File: config.mk
export PLATFORM = sky130hd
export DESIGN_NAME = cnf_text_literal_parser_flat
export DESIGN_NICKNAME = d
export VERILOG_FILES = /design/src/design/clp_pkg.sv /design/src/design/clp_in_if.sv /design/src/design/clp_out_if.sv /design/src/design/clp_front.sv /design/src/design/clp_queue.sv /design/src/design/clp_back.sv /design/src/design/cnf_text_literal_parser.sv /design/src/flat_wrapper.sv
export SDC_FILE = /design/constraint.sdc
export NUM_CORES = 1
export LEC_CHECK = 0
export BUFFER_PORTS_ARGS = -buffer_cell sky130_fd_sc_hd__buf_4
export CAP_MARGIN = 20
export CORE_MARGIN = 2
export CORE_UTILIZATION = 48
export CTS_CLUSTER_SIZE = 20
export DETAILED_ROUTE_END_ITERATION = 7
export PLACE_DENSITY = 0.66
export SYNTH_ARGS = -nofsm -noshare
export SYNTH_HDL_FRONTEND = slang
export SYNTH_SLANG_ARGS = --single-unit
File: constraint.sdc
create_clock -name i_clk -period 14.5 [get_ports i_clk]
set_input_delay 0.725 -clock i_clk [delete_from_list [all_inputs] [get_ports i_clk]]
set_output_delay 0.725 -clock i_clk [all_outputs]
set_load 0.01 [all_outputs]
File: src/design/clp_pkg.sv
`default_nettype none

package clp_pkg;

    // widths of the result fields and length of the header keyword
    localparam int VAR_INDEX_BITS = 28;
    localparam int ACC_BITS       = 31;
    localparam int LINE_BITS      = 32;
    localparam int HDR_LEN        = 5;

    localparam logic [ACC_BITS-1:0] ACC_MAX   = {ACC_BITS{1'b1}};
    // a literal value above this gives an index out of range
    localparam logic [ACC_BITS:0]   VAR_LIMIT = (ACC_BITS+1)'(1) << VAR_INDEX_BITS;

    // byte classes seen by the parser
    typedef enum logic [3:0] {
        CC_EOI,
        CC_BLANK,
        CC_SPACE,
        CC_NL,
        CC_DIGIT,
        CC_MINUS,
        CC_PLUS,
        CC_P,
        CC_C,
        CC_N,
        CC_F,
        CC_X,
        CC_OTHER
    } t_char_class;

    typedef enum logic [2:0] {
        KIND_LITERAL     = 3'd0,
        KIND_CLAUSE_END  = 3'd1,
        KIND_HDR_VARS    = 3'd2,
        KIND_HDR_CLAUSES = 3'd3,
        KIND_ERROR       = 3'd4,
        KIND_CLEAN_END   = 3'd5
    } t_kind;

    typedef enum logic [1:0] {
        ERR_NUMBER    = 2'd0,
        ERR_VAR_RANGE = 2'd1,
        ERR_HEADER    = 2'd2,
        ERR_XOR       = 2'd3
    } t_err;

    // classified byte between front and back
    typedef struct packed {
        t_char_class cls;
        logic [3:0]  digit;
    } t_item;

    typedef struct packed {
        t_kind                     kind;
        logic [VAR_INDEX_BITS-1:0] var_index;
        logic                      negated;
        logic [ACC_BITS-1:0]       count_value;
        t_err                      error_code;
        logic [LINE_BITS-1:0]      line_number;
        logic                      last;
    } t_result;

    // queue side of the front/back split
    typedef struct packed {
        logic  valid;
        t_item item;
    } t_q_head;

endpackage

`default_nettype wire

File: src/design/clp_in_if.sv
`default_nettype none

interface clp_in_if;
    logic       valid;
    logic       ready;
    logic [7:0] char_code;
    logic       end_of_input;

    modport source (output valid, output char_code, output end_of_input, input ready);
    modport sink   (input valid, input char_code, input end_of_input, output ready);
endinterface

`default_nettype wire

File: src/design/clp_out_if.sv
`default_nettype none

interface clp_out_if;
    logic                               valid;
    logic                               ready;
    logic [2:0]                         kind;
    logic [clp_pkg::VAR_INDEX_BITS-1:0] var_index;
    logic                               negated;
    logic [clp_pkg::ACC_BITS-1:0]       count_value;
    logic [1:0]                         error_code;
    logic [clp_pkg::LINE_BITS-1:0]      line_number;
    logic                               last;

    modport source (
        output valid, output kind, output var_index, output negated,
        output count_value, output error_code, output line_number, output last,
        input ready
    );
    modport sink (
        input valid, input kind, input var_index, input negated,
        input count_value, input error_code, input line_number, input last,
        output ready
    );
endinterface

`default_nettype wire

File: src/design/clp_front.sv
`default_nettype none

module clp_front (
    clp_in_if.sink          i_in,
    input  wire logic       i_q_ready,
    output logic            o_push,
    output clp_pkg::t_item  o_item
);

    // accept whenever the queue has room
    assign i_in.ready = i_q_ready;
    assign o_push     = i_in.valid && i_q_ready;

    // byte classification
    always_comb begin
        o_item.digit = 4'd0;
        if (i_in.end_of_input) begin
            o_item.cls = clp_pkg::CC_EOI;
        end else begin
            unique case (i_in.char_code) inside
                8'd9, 8'd11, 8'd12, 8'd13: o_item.cls = clp_pkg::CC_BLANK;
                8'd32:                     o_item.cls = clp_pkg::CC_SPACE;
                8'd10:                     o_item.cls = clp_pkg::CC_NL;
                [8'h30:8'h39]: begin
                    o_item.cls   = clp_pkg::CC_DIGIT;
                    o_item.digit = i_in.char_code[3:0];
                end
                8'h2d:                     o_item.cls = clp_pkg::CC_MINUS;
                8'h2b:                     o_item.cls = clp_pkg::CC_PLUS;
                8'h70:                     o_item.cls = clp_pkg::CC_P;
                8'h63:                     o_item.cls = clp_pkg::CC_C;
                8'h6e:                     o_item.cls = clp_pkg::CC_N;
                8'h66:                     o_item.cls = clp_pkg::CC_F;
                8'h78:                     o_item.cls = clp_pkg::CC_X;
                default:                   o_item.cls = clp_pkg::CC_OTHER;
            endcase
        end
    end

endmodule

`default_nettype wire

File: src/design/clp_queue.sv
`default_nettype none

module clp_queue (
    input  wire logic             i_clk,
    input  wire logic             i_rst_n,
    input  wire logic             i_push,
    input  wire clp_pkg::t_item   i_item,
    output logic                  o_ready,
    input  wire logic             i_pop,
    output clp_pkg::t_q_head      o_head
);

    clp_pkg::t_item r_mem [2];
    logic           r_wr_ptr;
    logic           r_rd_ptr;
    logic [1:0]     r_count;

    assign o_ready     = (r_count != 2'd2);
    assign o_head.valid = (r_count != 2'd0);
    assign o_head.item  = r_mem[r_rd_ptr];

    // two-entry fifo storage
    always_ff @(posedge i_clk) begin
        if (i_push) begin
            r_mem[r_wr_ptr] <= i_item;
        end
    end

    // pointers and fill count
    always_ff @(posedge i_clk) begin
        if (!i_rst_n) begin
            r_wr_ptr <= 1'b0;
            r_rd_ptr <= 1'b0;
            r_count  <= 2'd0;
        end else begin
            if (i_push) begin
                r_wr_ptr <= !r_wr_ptr;
            end
            if (i_pop) begin
                r_rd_ptr <= !r_rd_ptr;
            end
            if (i_push && !i_pop) begin
                r_count <= r_count + 2'd1;
            end else if (i_pop && !i_push) begin
                r_count <= r_count - 2'd1;
            end
        end
    end

endmodule

`default_nettype wire

File: src/design/clp_back.sv
`default_nettype none

module clp_back (
    input  wire logic             i_clk,
    input  wire logic             i_rst_n,
    input  wire clp_pkg::t_q_head i_head,
    output logic                  o_pop,
    clp_out_if.source             o_out
);

    typedef enum logic [3:0] {
        M_LINE,
        M_HDR_MATCH,
        M_HDR_PRE,
        M_HDR_SIGNED,
        M_HDR_DIGITS,
        M_CL_PRE,
        M_CL_SIGNED,
        M_CL_DIGITS,
        M_SKIP
    } t_mode;

    localparam int VB = clp_pkg::VAR_INDEX_BITS;
    localparam int AB = clp_pkg::ACC_BITS;
    localparam int LB = clp_pkg::LINE_BITS;

    // parser state
    t_mode               r_mode;
    logic [AB-1:0]       r_acc;
    logic                r_neg;
    logic [2:0]          r_pos;
    logic                r_second;
    logic [LB-1:0]       r_line;
    logic                r_halted;

    // output register and second-result hold
    clp_pkg::t_result    r_out;
    logic                r_out_valid;
    clp_pkg::t_result    r_pend;
    logic                r_pend_valid;

    // next values
    t_mode               n_mode;
    logic [AB-1:0]       n_acc;
    logic                n_neg;
    logic [2:0]          n_pos;
    logic                n_second;
    logic [LB-1:0]       n_line;
    logic                n_halted;
    clp_pkg::t_result    n_r0;
    clp_pkg::t_result    n_r1;
    logic [1:0]          n_count;

    logic                take;
    logic                can_take;

    function automatic clp_pkg::t_result make_res(
        clp_pkg::t_kind kind,
        logic [VB-1:0]  var_index,
        logic           negated,
        logic [AB-1:0]  count_value,
        clp_pkg::t_err  error_code,
        logic [LB-1:0]  line_number
    );
        clp_pkg::t_result res;
        res.kind        = kind;
        res.var_index   = var_index;
        res.negated     = negated;
        res.count_value = count_value;
        res.error_code  = error_code;
        res.line_number = line_number;
        res.last        = 1'b0;
        return res;
    endfunction

    // one byte: up to two passes, the second when a number ends or a clause opens on this byte
    always_comb begin
        clp_pkg::t_char_class cls;
        logic [3:0]           dig;
        logic                 again;
        logic                 emit;
        logic                 hdr;
        logic                 match;
        clp_pkg::t_result     res;
        logic [AB+3:0]        sum;
        logic [AB-1:0]        var_full;

        cls      = i_head.item.cls;
        dig      = i_head.item.digit;
        n_mode   = r_mode;
        n_acc    = r_acc;
        n_neg    = r_neg;
        n_pos    = r_pos;
        n_second = r_second;
        n_line   = r_line;
        n_halted = r_halted;
        n_r0     = '0;
        n_r1     = '0;
        n_count  = 2'd0;
        again    = 1'b0;
        emit     = 1'b0;
        hdr      = 1'b0;
        match    = 1'b0;
        res      = '0;
        sum      = '0;
        var_full = '0;

        for (int p = 0; p < 2; p++) begin
            if (!n_halted && (p == 0 || again)) begin
                again = 1'b0;
                emit  = 1'b0;
                hdr   = (n_mode == M_HDR_PRE) || (n_mode == M_HDR_SIGNED)
                        || (n_mode == M_HDR_DIGITS);
                unique case (n_mode)
                    M_LINE: begin
                        if (cls == clp_pkg::CC_EOI) begin
                            res = make_res(clp_pkg::KIND_CLEAN_END, '0, 1'b0, '0,
                                           clp_pkg::ERR_NUMBER, n_line + 1'b1);
                            emit     = 1'b1;
                            n_halted = 1'b1;
                        end else if (cls == clp_pkg::CC_BLANK
                                     || cls == clp_pkg::CC_SPACE) begin
                            n_mode = M_LINE;
                        end else if (cls == clp_pkg::CC_NL) begin
                            n_line = n_line + 1'b1;
                        end else if (cls == clp_pkg::CC_P) begin
                            n_mode = M_HDR_MATCH;
                            n_pos  = 3'd1;
                        end else if (cls == clp_pkg::CC_C) begin
                            n_mode = M_SKIP;
                        end else if (cls == clp_pkg::CC_X) begin
                            res = make_res(clp_pkg::KIND_ERROR, '0, 1'b0, '0,
                                           clp_pkg::ERR_XOR, n_line + 1'b1);
                            emit     = 1'b1;
                            n_halted = 1'b1;
                        end else begin
                            // any other byte opens a clause
                            n_mode = M_CL_PRE;
                            n_acc  = '0;
                            n_neg  = 1'b0;
                            again  = 1'b1;
                        end
                    end
                    M_HDR_MATCH: begin
                        match = (n_pos == 3'd1 && cls == clp_pkg::CC_SPACE)
                             || (n_pos == 3'd2 && cls == clp_pkg::CC_C)
                             || (n_pos == 3'd3 && cls == clp_pkg::CC_N)
                             || (n_pos == 3'd4 && cls == clp_pkg::CC_F);
                        if (!match) begin
                            res = make_res(clp_pkg::KIND_ERROR, '0, 1'b0, '0,
                                           clp_pkg::ERR_HEADER, n_line + 1'b1);
                            emit     = 1'b1;
                            n_halted = 1'b1;
                        end else if (n_pos == 3'(clp_pkg::HDR_LEN - 1)) begin
                            n_pos    = 3'd0;
                            n_second = 1'b0;
                            n_acc    = '0;
                            n_neg    = 1'b0;
                            n_mode   = M_HDR_PRE;
                        end else begin
                            n_pos = n_pos + 3'd1;
                        end
                    end
                    M_HDR_PRE, M_CL_PRE: begin
                        if (cls == clp_pkg::CC_BLANK || cls == clp_pkg::CC_SPACE) begin
                            n_mode = n_mode;
                        end else if (cls == clp_pkg::CC_MINUS
                                     || cls == clp_pkg::CC_PLUS) begin
                            n_neg  = (cls == clp_pkg::CC_MINUS);
                            n_mode = hdr ? M_HDR_SIGNED : M_CL_SIGNED;
                        end else if (cls == clp_pkg::CC_DIGIT) begin
                            n_acc  = AB'(dig);
                            n_mode = hdr ? M_HDR_DIGITS : M_CL_DIGITS;
                        end else begin
                            res = make_res(clp_pkg::KIND_ERROR, '0, 1'b0, '0,
                                           clp_pkg::ERR_NUMBER, n_line + 1'b1);
                            emit     = 1'b1;
                            n_halted = 1'b1;
                        end
                    end
                    M_HDR_SIGNED, M_CL_SIGNED: begin
                        if (cls == clp_pkg::CC_DIGIT) begin
                            n_acc  = AB'(dig);
                            n_mode = hdr ? M_HDR_DIGITS : M_CL_DIGITS;
                        end else begin
                            res = make_res(clp_pkg::KIND_ERROR, '0, 1'b0, '0,
                                           clp_pkg::ERR_NUMBER, n_line + 1'b1);
                            emit     = 1'b1;
                            n_halted = 1'b1;
                        end
                    end
                    M_HDR_DIGITS, M_CL_DIGITS: begin
                        if (cls == clp_pkg::CC_DIGIT) begin
                            // acc * 10 + digit, saturating
                            sum = ({4'd0, n_acc} << 3) + ({4'd0, n_acc} << 1)
                                  + (AB+4)'(dig);
                            n_acc = (sum > (AB+4)'(clp_pkg::ACC_MAX))
                                    ? clp_pkg::ACC_MAX : sum[AB-1:0];
                        end else begin
                            if (hdr) begin
                                res = make_res(n_second ? clp_pkg::KIND_HDR_CLAUSES
                                                        : clp_pkg::KIND_HDR_VARS,
                                               '0, 1'b0, n_neg ? '0 : n_acc,
                                               clp_pkg::ERR_NUMBER, n_line + 1'b1);
                                emit     = 1'b1;
                                n_mode   = n_second ? M_SKIP : M_HDR_PRE;
                                n_second = 1'b1;
                            end else if (n_acc == '0) begin
                                res = make_res(clp_pkg::KIND_CLAUSE_END, '0, 1'b0, '0,
                                               clp_pkg::ERR_NUMBER, n_line + 1'b1);
                                emit   = 1'b1;
                                n_mode = M_SKIP;
                            end else if ({1'b0, n_acc} > clp_pkg::VAR_LIMIT) begin
                                res = make_res(clp_pkg::KIND_ERROR, '0, 1'b0, '0,
                                               clp_pkg::ERR_VAR_RANGE, n_line + 1'b1);
                                emit     = 1'b1;
                                n_halted = 1'b1;
                            end else begin
                                var_full = n_acc - AB'(1);
                                res = make_res(clp_pkg::KIND_LITERAL, var_full[VB-1:0],
                                               n_neg, '0, clp_pkg::ERR_NUMBER,
                                               n_line + 1'b1);
                                emit   = 1'b1;
                                n_mode = M_CL_PRE;
                            end
                            n_acc = '0;
                            n_neg = 1'b0;
                            again = !n_halted;
                        end
                    end
                    M_SKIP: begin
                        if (cls == clp_pkg::CC_EOI) begin
                            n_line = n_line + 1'b1;
                            res = make_res(clp_pkg::KIND_CLEAN_END, '0, 1'b0, '0,
                                           clp_pkg::ERR_NUMBER, n_line + 1'b1);
                            emit     = 1'b1;
                            n_halted = 1'b1;
                        end else if (cls == clp_pkg::CC_NL) begin
                            n_line = n_line + 1'b1;
                            n_mode = M_LINE;
                        end
                    end
                    default: begin
                        n_mode = M_LINE;
                    end
                endcase
                // place the result in the next free slot
                if (emit) begin
                    if (n_count == 2'd0) begin
                        n_r0 = res;
                    end else begin
                        n_r1 = res;
                    end
                    n_count = n_count + 2'd1;
                end
            end
        end

        // mark the final result of this byte
        if (n_count == 2'd1) begin
            n_r0.last = 1'b1;
        end else if (n_count == 2'd2) begin
            n_r1.last = 1'b1;
        end
    end

    // take the next byte once both result slots can absorb it
    assign take     = r_out_valid && o_out.ready;
    assign can_take = !r_pend_valid && (!r_out_valid || o_out.ready);
    assign o_pop    = i_head.valid && can_take;

    // state and output registers
    always_ff @(posedge i_clk) begin
        if (!i_rst_n) begin
            r_mode       <= M_LINE;
            r_acc        <= '0;
            r_neg        <= 1'b0;
            r_pos        <= 3'd0;
            r_second     <= 1'b0;
            r_line       <= '0;
            r_halted     <= 1'b0;
            r_out_valid  <= 1'b0;
            r_pend_valid <= 1'b0;
        end else begin
            if (o_pop) begin
                r_mode   <= n_mode;
                r_acc    <= n_acc;
                r_neg    <= n_neg;
                r_pos    <= n_pos;
                r_second <= n_second;
                r_line   <= n_line;
                r_halted <= n_halted;
                if (n_count != 2'd0) begin
                    r_out       <= n_r0;
                    r_out_valid <= 1'b1;
                end else begin
                    r_out_valid <= 1'b0;
                end
                if (n_count == 2'd2) begin
                    r_pend       <= n_r1;
                    r_pend_valid <= 1'b1;
                end
            end else if (r_pend_valid && (!r_out_valid || take)) begin
                r_out        <= r_pend;
                r_out_valid  <= 1'b1;
                r_pend_valid <= 1'b0;
            end else if (take) begin
                r_out_valid <= 1'b0;
            end
        end
    end

    assign o_out.valid       = r_out_valid;
    assign o_out.kind        = r_out.kind;
    assign o_out.var_index   = r_out.var_index;
    assign o_out.negated     = r_out.negated;
    assign o_out.count_value = r_out.count_value;
    assign o_out.error_code  = r_out.error_code;
    assign o_out.line_number = r_out.line_number;
    assign o_out.last        = r_out.last;

endmodule

`default_nettype wire

File: src/design/cnf_text_literal_parser.sv
// CNF text parser: one byte of DIMACS text in, literal / clause-end / header
// count / error / clean-end results out.
// i_in carries char_code and end_of_input; a transfer happens when valid and
// ready are both high. o_out carries one result per transfer; last marks the
// final result caused by a byte.
// Throughput: one byte per cycle while o_out takes results. A byte that causes two
// results (a number ending on a byte that also ends the stream or fails) holds the
// back end while the second result waits for the output register.
// A byte is registered in the classifier queue, and its result in the parser's
// output register, before the result can transfer. A two-entry queue between
// classifier and parser lets input keep flowing while a result waits; when o_out
// stalls, the queue fills and i_in.ready drops.
// After an error or a clean end the block keeps taking bytes but returns no
// results until reset. Reset (synchronous, active low) returns the parser to
// line start with line count zero and empties queue and output.
`default_nettype none

module cnf_text_literal_parser (
    input  wire logic i_clk,
    input  wire logic i_rst_n,
    clp_in_if.sink    i_in,
    clp_out_if.source o_out
);

    logic             push;
    logic             q_ready;
    logic             pop;
    clp_pkg::t_item   item;
    clp_pkg::t_q_head head;

    // byte classification
    clp_front u_front (
        .i_in      (i_in),
        .i_q_ready (q_ready),
        .o_push    (push),
        .o_item    (item)
    );

    // decoupling queue
    clp_queue u_queue (
        .i_clk   (i_clk),
        .i_rst_n (i_rst_n),
        .i_push  (push),
        .i_item  (item),
        .o_ready (q_ready),
        .i_pop   (pop),
        .o_head  (head)
    );

    // parse state machine and result output
    clp_back u_back (
        .i_clk   (i_clk),
        .i_rst_n (i_rst_n),
        .i_head  (head),
        .o_pop   (pop),
        .o_out   (o_out)
    );

endmodule

`default_nettype wire

File: src/flat_wrapper.sv
// flat-port wrapper written by rule: the top's interface ports become plain ports
module cnf_text_literal_parser_flat 
  (i_clk, i_rst_n, i_in_valid, i_in_char_code, i_in_end_of_input, i_in_ready, o_out_valid, o_out_kind, o_out_var_index, o_out_negated, o_out_count_value, o_out_error_code, o_out_line_number, o_out_last, o_out_ready);
  clp_in_if i_in_i ();
  clp_out_if o_out_i ();
  input  wire logic i_clk;
  input  wire logic i_rst_n;
  input wire logic [$bits(i_in_i.valid)-1:0] i_in_valid;
  input wire logic [$bits(i_in_i.char_code)-1:0] i_in_char_code;
  input wire logic [$bits(i_in_i.end_of_input)-1:0] i_in_end_of_input;
  output wire logic [$bits(i_in_i.ready)-1:0] i_in_ready;
  output wire logic [$bits(o_out_i.valid)-1:0] o_out_valid;
  output wire logic [$bits(o_out_i.kind)-1:0] o_out_kind;
  output wire logic [$bits(o_out_i.var_index)-1:0] o_out_var_index;
  output wire logic [$bits(o_out_i.negated)-1:0] o_out_negated;
  output wire logic [$bits(o_out_i.count_value)-1:0] o_out_count_value;
  output wire logic [$bits(o_out_i.error_code)-1:0] o_out_error_code;
  output wire logic [$bits(o_out_i.line_number)-1:0] o_out_line_number;
  output wire logic [$bits(o_out_i.last)-1:0] o_out_last;
  input wire logic [$bits(o_out_i.ready)-1:0] o_out_ready;
  assign i_in_i.valid = i_in_valid;
  assign i_in_i.char_code = i_in_char_code;
  assign i_in_i.end_of_input = i_in_end_of_input;
  assign i_in_ready = i_in_i.ready;
  assign o_out_valid = o_out_i.valid;
  assign o_out_kind = o_out_i.kind;
  assign o_out_var_index = o_out_i.var_index;
  assign o_out_negated = o_out_i.negated;
  assign o_out_count_value = o_out_i.count_value;
  assign o_out_error_code = o_out_i.error_code;
  assign o_out_line_number = o_out_i.line_number;
  assign o_out_last = o_out_i.last;
  assign o_out_i.ready = o_out_ready;
  cnf_text_literal_parser u_core (.i_clk(i_clk), .i_rst_n(i_rst_n), .i_in(i_in_i), .o_out(o_out_i));
endmodule
==> key figures, run 1 <==
STA
  – RSZ-0062 raised after global routing: no
  – Minimum clock period: 7760 ps
  – Slew Limit Headroom: 18.3%
  – Finish-stage setup viols: 0
  – Fmax: 129 MHz
  – Final Skew: ~30 ps
  – Slew @ Worst Pin: 1220 ps
  – Final Cycle Share: around 54%
  – Setup ws final: between 6000 and 7000 ps
  – Slew Viols, Final: 0
  – Final hold violation count: 0
  – TNS Setup: 0 ps

Synthesis
  – #FFs+latches synth: 292
  – Synth area leader: edfxtp_1
  – Syn Area/Cell: ~8.8 um^2
  – Synth Flop Type: edfxtp_1
  – Number of enable flip-flop cells after synthesis: 212
  – Netlist cell types: 118
  – Area fraction of the dominant cell type after synthesis: 28.9%
  – Synth area leaders: edfxtp_1 (29%), dfxtp_1 (7.3%), xnor2_1 (4.9%)
  – Sequential-to-total area share from yosys stat: between 30% and 40%
  – Synth warn: 0
  – Asr flop ratio synth: 0%
  – Synth Cell Area: 22000 um^2
  – Post-Synthesis Cells: 2509

Worst setup path
  – Critical Path Start Type: flop
  – Reg2reg end: u_core.u_back.r_pend[95]$_SDFFCE_PP0P_
  – Crit. End Element: flop
  – WS Path Type: reg -> reg
  – Worst r2r path cells: 26
  – Crit path DAT: 8170 ps
  – R2R Setup Slk: 6740 ps
  – Critical Path RT: 14900 ps
  – Max FO, Critical Path: 31

Floorplan
  – Full die area: around 48000 um^2
  – Core area: 45300 um^2
  – Std-Cell Rows: 78
  – Die width: 218 um
  – Die H: approximately 220 um
  – Initial Util: 48.6%
  – Total I/O pin count: 113

Final layout
  – Multi-input gate area: between 10000 and 15000 um^2
  – Ratio of cells with drive above 1 in the final layout: about an eighth
  – Register area: 7970 um^2
  – Area Overhead vs Synth: 11.4%
  – ANT cells: 0
  – Fin nets: 2674
  – Non-filler cells, final: 3203
  – Fill count: roughly 4200

GRT
  – Number of global-route vias before repair: 19400
  – Antenna violations before repair: 0
  – Met3 Use GR: about 4.1%
  – Busiest grt layer: met2
  – GRT overflow: 0
  – Global-route usage over all layers: roughly a third
  – Met1 usage: 43.3%
  – First-pass GRT wire length: 117000 um
  – Largest net degree at the start of global routing: 89
  – Global Route met2 Usage: approximately 50%

Routing
  – Routed wire length: 76600 um
  – WL per Instance: 23.9 um
  – Drt via density: 6.44
  – # DRC: 0
  – DRT iter0 DRCs: 2115
  – Drt pass-1 iters: 5
  – Antenna viol nets, final: 0
  – Vias after detailed routing: 20600

Hold path
  – Worst Hold End: u_core.u_back.o_out.var_index[24]$_DFFE_PP_
  – Hold path cells: 2
  – Hold Crit Class: reg -> reg
  – Hold_sp: u_core.u_back.r_pend[91]$_SDFFCE_PP0P_

Clock network
  – CTS tree: yes
  – Clock transition at path regs: ~60 ps
  – CTS root buffer: clkbuf_16
  – Clk Latency, worst-skew pair: 570 ps
  – H-tree levels: 2
  – CTS hold repair buffers: 0
  – Post_cts resized: 0
  – CTS Sinks: 292
  – Clock Tree Buf Depth: 3
  – Setup bufs post-CTS: 0
  – CTS Buf Count: 34

Status
  – Status: completed

Power
  – Pwr Density: 227 nW/um^2
  – Leakage: slightly below 0.009 uW
  – Maximum VDD drop: 0.000156 V

Placed design
  – Dpl hpwl: 56400 um
  – Dpl cells: around 3100
  – Dpl ws: 6830 ps
  – Port Buffers: 112
  – Final GP Congestion: 0.999

Flow run
  – Max-Cap Viols: 0
flip-flops by register name, indices dropped and copies added, names as in the netlist, 2 cells and up, named ones only:
signal / cells
u_core.u_back.r_pend: 98
u_core.u_back.r_pos: 3
u_core.u_queue.r_count: 2
u_core.u_queue.r_mem: 16
u_core.u_back.o_out.error_code: 2
u_core.u_back.o_out.kind: 3
u_core.u_back.r_mode: 4
u_core.u_back.r_acc: 31
u_core.u_back.o_out.line_number: 32
u_core.u_back.r_line: 32
u_core.u_back.o_out.var_index: 28
u_core.u_back.o_out.count_value: 31
synth_stat cells (all sizes together), types with 34 or more instances:
library cell  instances
nand2               271
nand3                71
xor2                 65
nor2                209
dfxtp                80
edfxtp              212
o31ai                38
clkbuf              124
inv                  54
a21oi               155
buf                  49
nand4                43
ha                   82
a22o                 34
nor4                 48
and2                 41
o21ai               171
nor3                 85
xnor2               130
a21o                 41
a31oi                46
worst max-delay path by stage:
stage / endpoint / start / slack, ps / cells past startpoint
after CTS: u_core.u_back.r_pend[95]$_SDFFCE_PP0P_ / flop / 6790 / 28
after global placement: u_core.u_back.r_pend[95]$_SDFFCE_PP0P_ / flop / 6960 / 28
after floorplan: u_core.u_back.r_pend[0]$_SDFFCE_PN1P_ / flop / 660 / 17
final: u_core.u_back.r_pend[95]$_SDFFCE_PP0P_ / flop / 6740 / 26
after detailed placement: u_core.u_back.r_pend[95]$_SDFFCE_PP0P_ / flop / 6830 / 28
after global routing: u_core.u_back.r_pend[95]$_SDFFCE_PP0P_ / flop / 5900 / 26
report_power, final:
group          total [uW]  internal, uW  switching [uW]
clock                 870           504             366
combinational        3250          1020            2230
sequential           1440          1180             258
total                5560          2700            2860
layer usage:
layer / share of wire, % / wire length [um] / up-vias
met2: 45 / 34600 / 986
met4: 5.3 / 4050 / 0
met1: 42 / 32500 / 9946
li1: - / - / 9465
met3: 7.1 / 5400 / 217
met5: 0 / 0 / -
cell usage in the layout, fill, tap and decap left out, drive strengths merged, types with 19 or more instances in the layout:
| master | instances |
|---|---|
| a211oi | 19 |
| buf | 143 |
| a21oi | 155 |
| or3 | 26 |
| a22oi | 20 |
| nor3 | 85 |
| a22o | 34 |
| xnor2 | 130 |
| edfxtp | 212 |
| conb | 63 |
| o22ai | 31 |
| o21ai | 171 |
| ha | 82 |
| a31oi | 46 |
| clkbuf | 42 |
| nor4 | 48 |
| and2 | 41 |
| dfxtp | 80 |
| xor2 | 65 |
| nor3b | 19 |
| a21o | 41 |
| nand4 | 43 |
| and3 | 25 |
| o31ai | 38 |
| nand2 | 271 |
| inv | 56 |
| nor2 | 209 |
| o21a | 20 |
| nand3 | 71 |
through the flow:
step / util (%) / hold slack, ps / cell area, um^2 / power, uW
2_1_floorplan: - / 478 / 22300 / 3560
3_3_place_gp: 51.7 / 502 / 23400 / 4590
3_5_place_dp: 51.7 / 509 / 23400 / 4610
4_1_cts: 54.2 / 500 / 24500 / 5500
5_1_grt: 54.2 / 530 / 24500 / 5880
6_report: 54.2 / 525 / 24500 / 5560
cell families after synthesis:
kind of cell / share of synthesized area (%)
compound gates: 22.8
simple gates: 22.9
xor+xnor: 8.06
buf+inv: 4.27
mux: 0.966
flops: 36.2
other cells: 0.0170
fa+ha+maj: 4.84
critical path: stages, from the launching register on:
cell and delay (ps):
dfxtp_1 1030, mux2i_1 480, fa_1 530, fa_1 430
nand2b_1 180, a21oi_1 200, o31a_1 210, o2111ai_1 130
a21boi_0 470, nand4_1 210, o31a_1 320, o31ai_1 320
mux2i_1 310, nand2_1 560, nand2_1 330, nand2_1 100
inv_1 70, ha_1 140, inv_1 50, nor4_1 210
nand2_1 80, or4_1 430, o32ai_1 300, nand4_1 130
nor3_1 190, nand3b_1 90, a21oi_1 120
cell type report:
| cell class | count | share of cell area (%) |
|---|---|---|
| Clock buffer | 42 | 3.72 |
| Clock inverter | 20 | 0.811 |
| Inverter | 56 | 0.877 |
| Multi-Input combinational cell | 2050 | 54.7 |
| Sequential cell | 292 | 32.5 |
| Tap cell | 600 | 3.06 |
| Timing Repair Buffer | 143 | 4.39 |
Note: power is estimated with default switching activity, not from simulation.
==> run 2, diff against run 1 <==
- ABC_AREA: not set -> 1
- PLACE_DENSITY: 0.66 -> 0.64
- clock period: 14.5 -> 7.5 ns (I/O delays scaled with it)
==> key figures, run 2 <==
Clock network
  – CTS Buf Count: 35
  – CTS hold repair buffers: 0
  – CTS Sinks: between 200 and 300
  – Clk Latency, worst-skew pair: 580 ps
  – Post_cts resized: 0
  – Setup bufs post-CTS: 0
  – CTS tree: yes
  – Clock transition at path regs: approximately 60 ps
  – Clock Tree Buf Depth: 3
  – H-tree levels: 2
  – CTS root buffer: clkbuf_16

Power
  – Maximum VDD drop: about 0.00037 V
  – Leakage: 0.0122 uW
  – Pwr Density: 497 nW/um^2

Synthesis
  – Number of enable flip-flop cells after synthesis: 212
  – Most frequent cell after synthesis: nand2_1
  – Netlist cell types: 69
  – Synth Cell Area: ~25000 um^2
  – Area fraction of the dominant cell type after synthesis: 25.2%
  – #FFs+latches synth: 292
  – Asr flop ratio synth: 0%
  – Post-Synthesis Cells: between 3000 and 4000
  – Synth area leaders: edfxtp_1 (25%), nand2_1 (14%), inv_1 (6.4%)
  – Syn Area/Cell: roughly 6.7 um^2
  – Synth warn: 0
  – Synth area leader: edfxtp_1
  – Top post-synthesis cells by count: nand2_1 (969), inv_1 (428), nor2_1 (406)
  – Synth Flop Type: edfxtp_1
  – Sequential-to-total area share from yosys stat: 31.6%

Routing
  – Vias after detailed routing: 26600
  – # DRC: 0
  – Drt via density: 5.80
  – Drt pass-1 iters: 6
  – WL per Instance: 21.1 um
  – Antenna viol nets, final: 0
  – DRT iter0 DRCs: 2809
  – Routed wire length: 96500 um

Floorplan
  – Full die area: 54400 um^2
  – Total I/O pin count: about 110
  – Die width: 233 um
  – Initial Util: 48.3%
  – Core area: 52200 um^2
  – Std-Cell Rows: between 80 and 90
  – Die H: ~230 um

STA
  – Slew @ Worst Pin: 1130 ps
  – Final hold violation count: 0
  – Slew Viols, Final: 0
  – Final Skew: 27.0 ps
  – Slew Limit Headroom: 24.2%
  – TNS Setup: 0 ps
  – Finish-stage setup viols: 0
  – Final Cycle Share: 78.5%
  – Fmax: around 170 MHz
  – Minimum clock period: 5890 ps
  – RSZ-0062 raised after global routing: no
  – Hold_ws: 158 ps

GRT
  – First-pass GRT wire length: between 100000 and 150000 um
  – Largest net degree at the start of global routing: just under 200
  – GRT overflow: 0
  – Number of global-route vias before repair: 24500
  – Global-route usage over all layers: 35.0%
  – Antenna violations before repair: 0

Worst setup path
  – R2R Setup Slk: 1610 ps
  – Crit path DAT: 6080 ps
  – Worst r2r path cells: 31
  – Max incr delay on CP: between 600 and 700 ps
  – Max FO, Critical Path: 58
  – Critical Path Start Type: flop
  – CP max-delay cell: buf_4
  – Critical Path RT: 7690 ps
  – Crit. End Element: flop
  – WS Path Type: reg -> reg

Final layout
  – Ratio of cells with drive above 1 in the final layout: 11.2%
  – Commonest non-fill, non-tap cell in the layout: nand2_1
  – Fin nets: between 3000 and 4000
  – Area Overhead vs Synth: 10.9%
  – Reg with most FFs: u_core.u_back.r_pend
  – Max reg flops: 98
  – Commonest cells after routing, fill and taps aside: nand2_1 (969), inv_1 (426), nor2_1 (403), nand3_1 (284), a21oi_1 (237)
  – Final core occ: 53.6%
  – ANT cells: 0

Flow run
  – Max-Cap Viols: 0

Status
  – Status: completed

Placed design
  – Port Buffers: 112
  – Final GP Congestion: approximately 1.0
  – Dpl hpwl: 73800 um

Hold path
  – Hold Crit Class: in -> reg
  – Hold path cells: 2
==> run 2: cell types whose count changed in the layout (fill, tap and decap cells not counted), sizes merged, moves of 51 or more <==
cell	previous run	this run
a21oi	155	240
inv	56	468
nand2	271	1034
nand3	71	295
nand4	43	94
nor2	209	486
o21ai	171	243
xnor2	130	18
==> run 2: area by class of cell <==
| type | count | area (um^2) |
|---|---|---|
| Clock buffer | 44 | 920 |
| Clock inverter | 20 | 211 |
| Fill cell | 5324 | 24300 |
| Inverter | 468 | 1760 |
| Multi-Input combinational cell | 2937 | 15200 |
| Sequential cell | 292 | 7970 |
| Tap cell | 688 | 861 |
| Timing Repair Buffer | 137 | 1070 |
==> run 2: critical path, delay by kind of cell (launching register included) <==
kind | cells | cell delay, ps
flops | 1 | 580
compound gates | 3 | 550
fa+ha+maj | 3 | 650
buf+inv | 9 | 1910
simple gates | 16 | 1770
==> run 2: worst paths after layout <==
check | startpoint | end
min reg2reg | u_core.u_queue.r_rd_ptr$_SDFFE_PN0P_ | u_core.u_queue.r_rd_ptr$_SDFFE_PN0P_
max | flop | u_core.u_back.r_pend[42]$_SDFFCE_PP0P_
min | i_in_end_of_input | u_core.u_queue.r_mem[0][5]$_DFFE_PP_
max reg2reg | flop | u_core.u_back.r_pend[42]$_SDFFCE_PP0P_
==> run 2: kinds of logic after synthesis <==
family | share of synthesized area, %
flip-flops | 31.6
AO/OA/AOI/OAI | 16.4
buffers and inverters | 9.35
adder cells (fa/ha/maj) | 4.22
XOR/XNOR | 2.21
AND/OR/NAND/NOR | 36.1
multiplexers | 0.124
other | 0.0149
==> run 2: power breakdown <==
group          total [uW]  internal, uW  switching (uW)
clock                1700           959             745
combinational        9370          2590            6780
sequential           2840          2370             473
==> run 2: per-stage QoR <==
stage                     worst slack [ps]  cell area [um^2]  total power [uW]  instances
after CTS                             1610             27900             13700       4584
after floorplan                        661             25500              8990       3824
after detailed placement              1630             26800             11900       4520
final                                 1610             28000             13900       4586
after global routing                  1140             28000             14800       4586
after global placement                1720             26800             11900       4520
==> run 2: per-layer routing <==
layer	track usage, %	up-vias	routed length (um)
met1	41.5	12200	37200
met3	5.79	325	7400
met5	0	-	0
li1	-	12800	-
met4	24.5	0	7640
met2	57.7	1276	44300
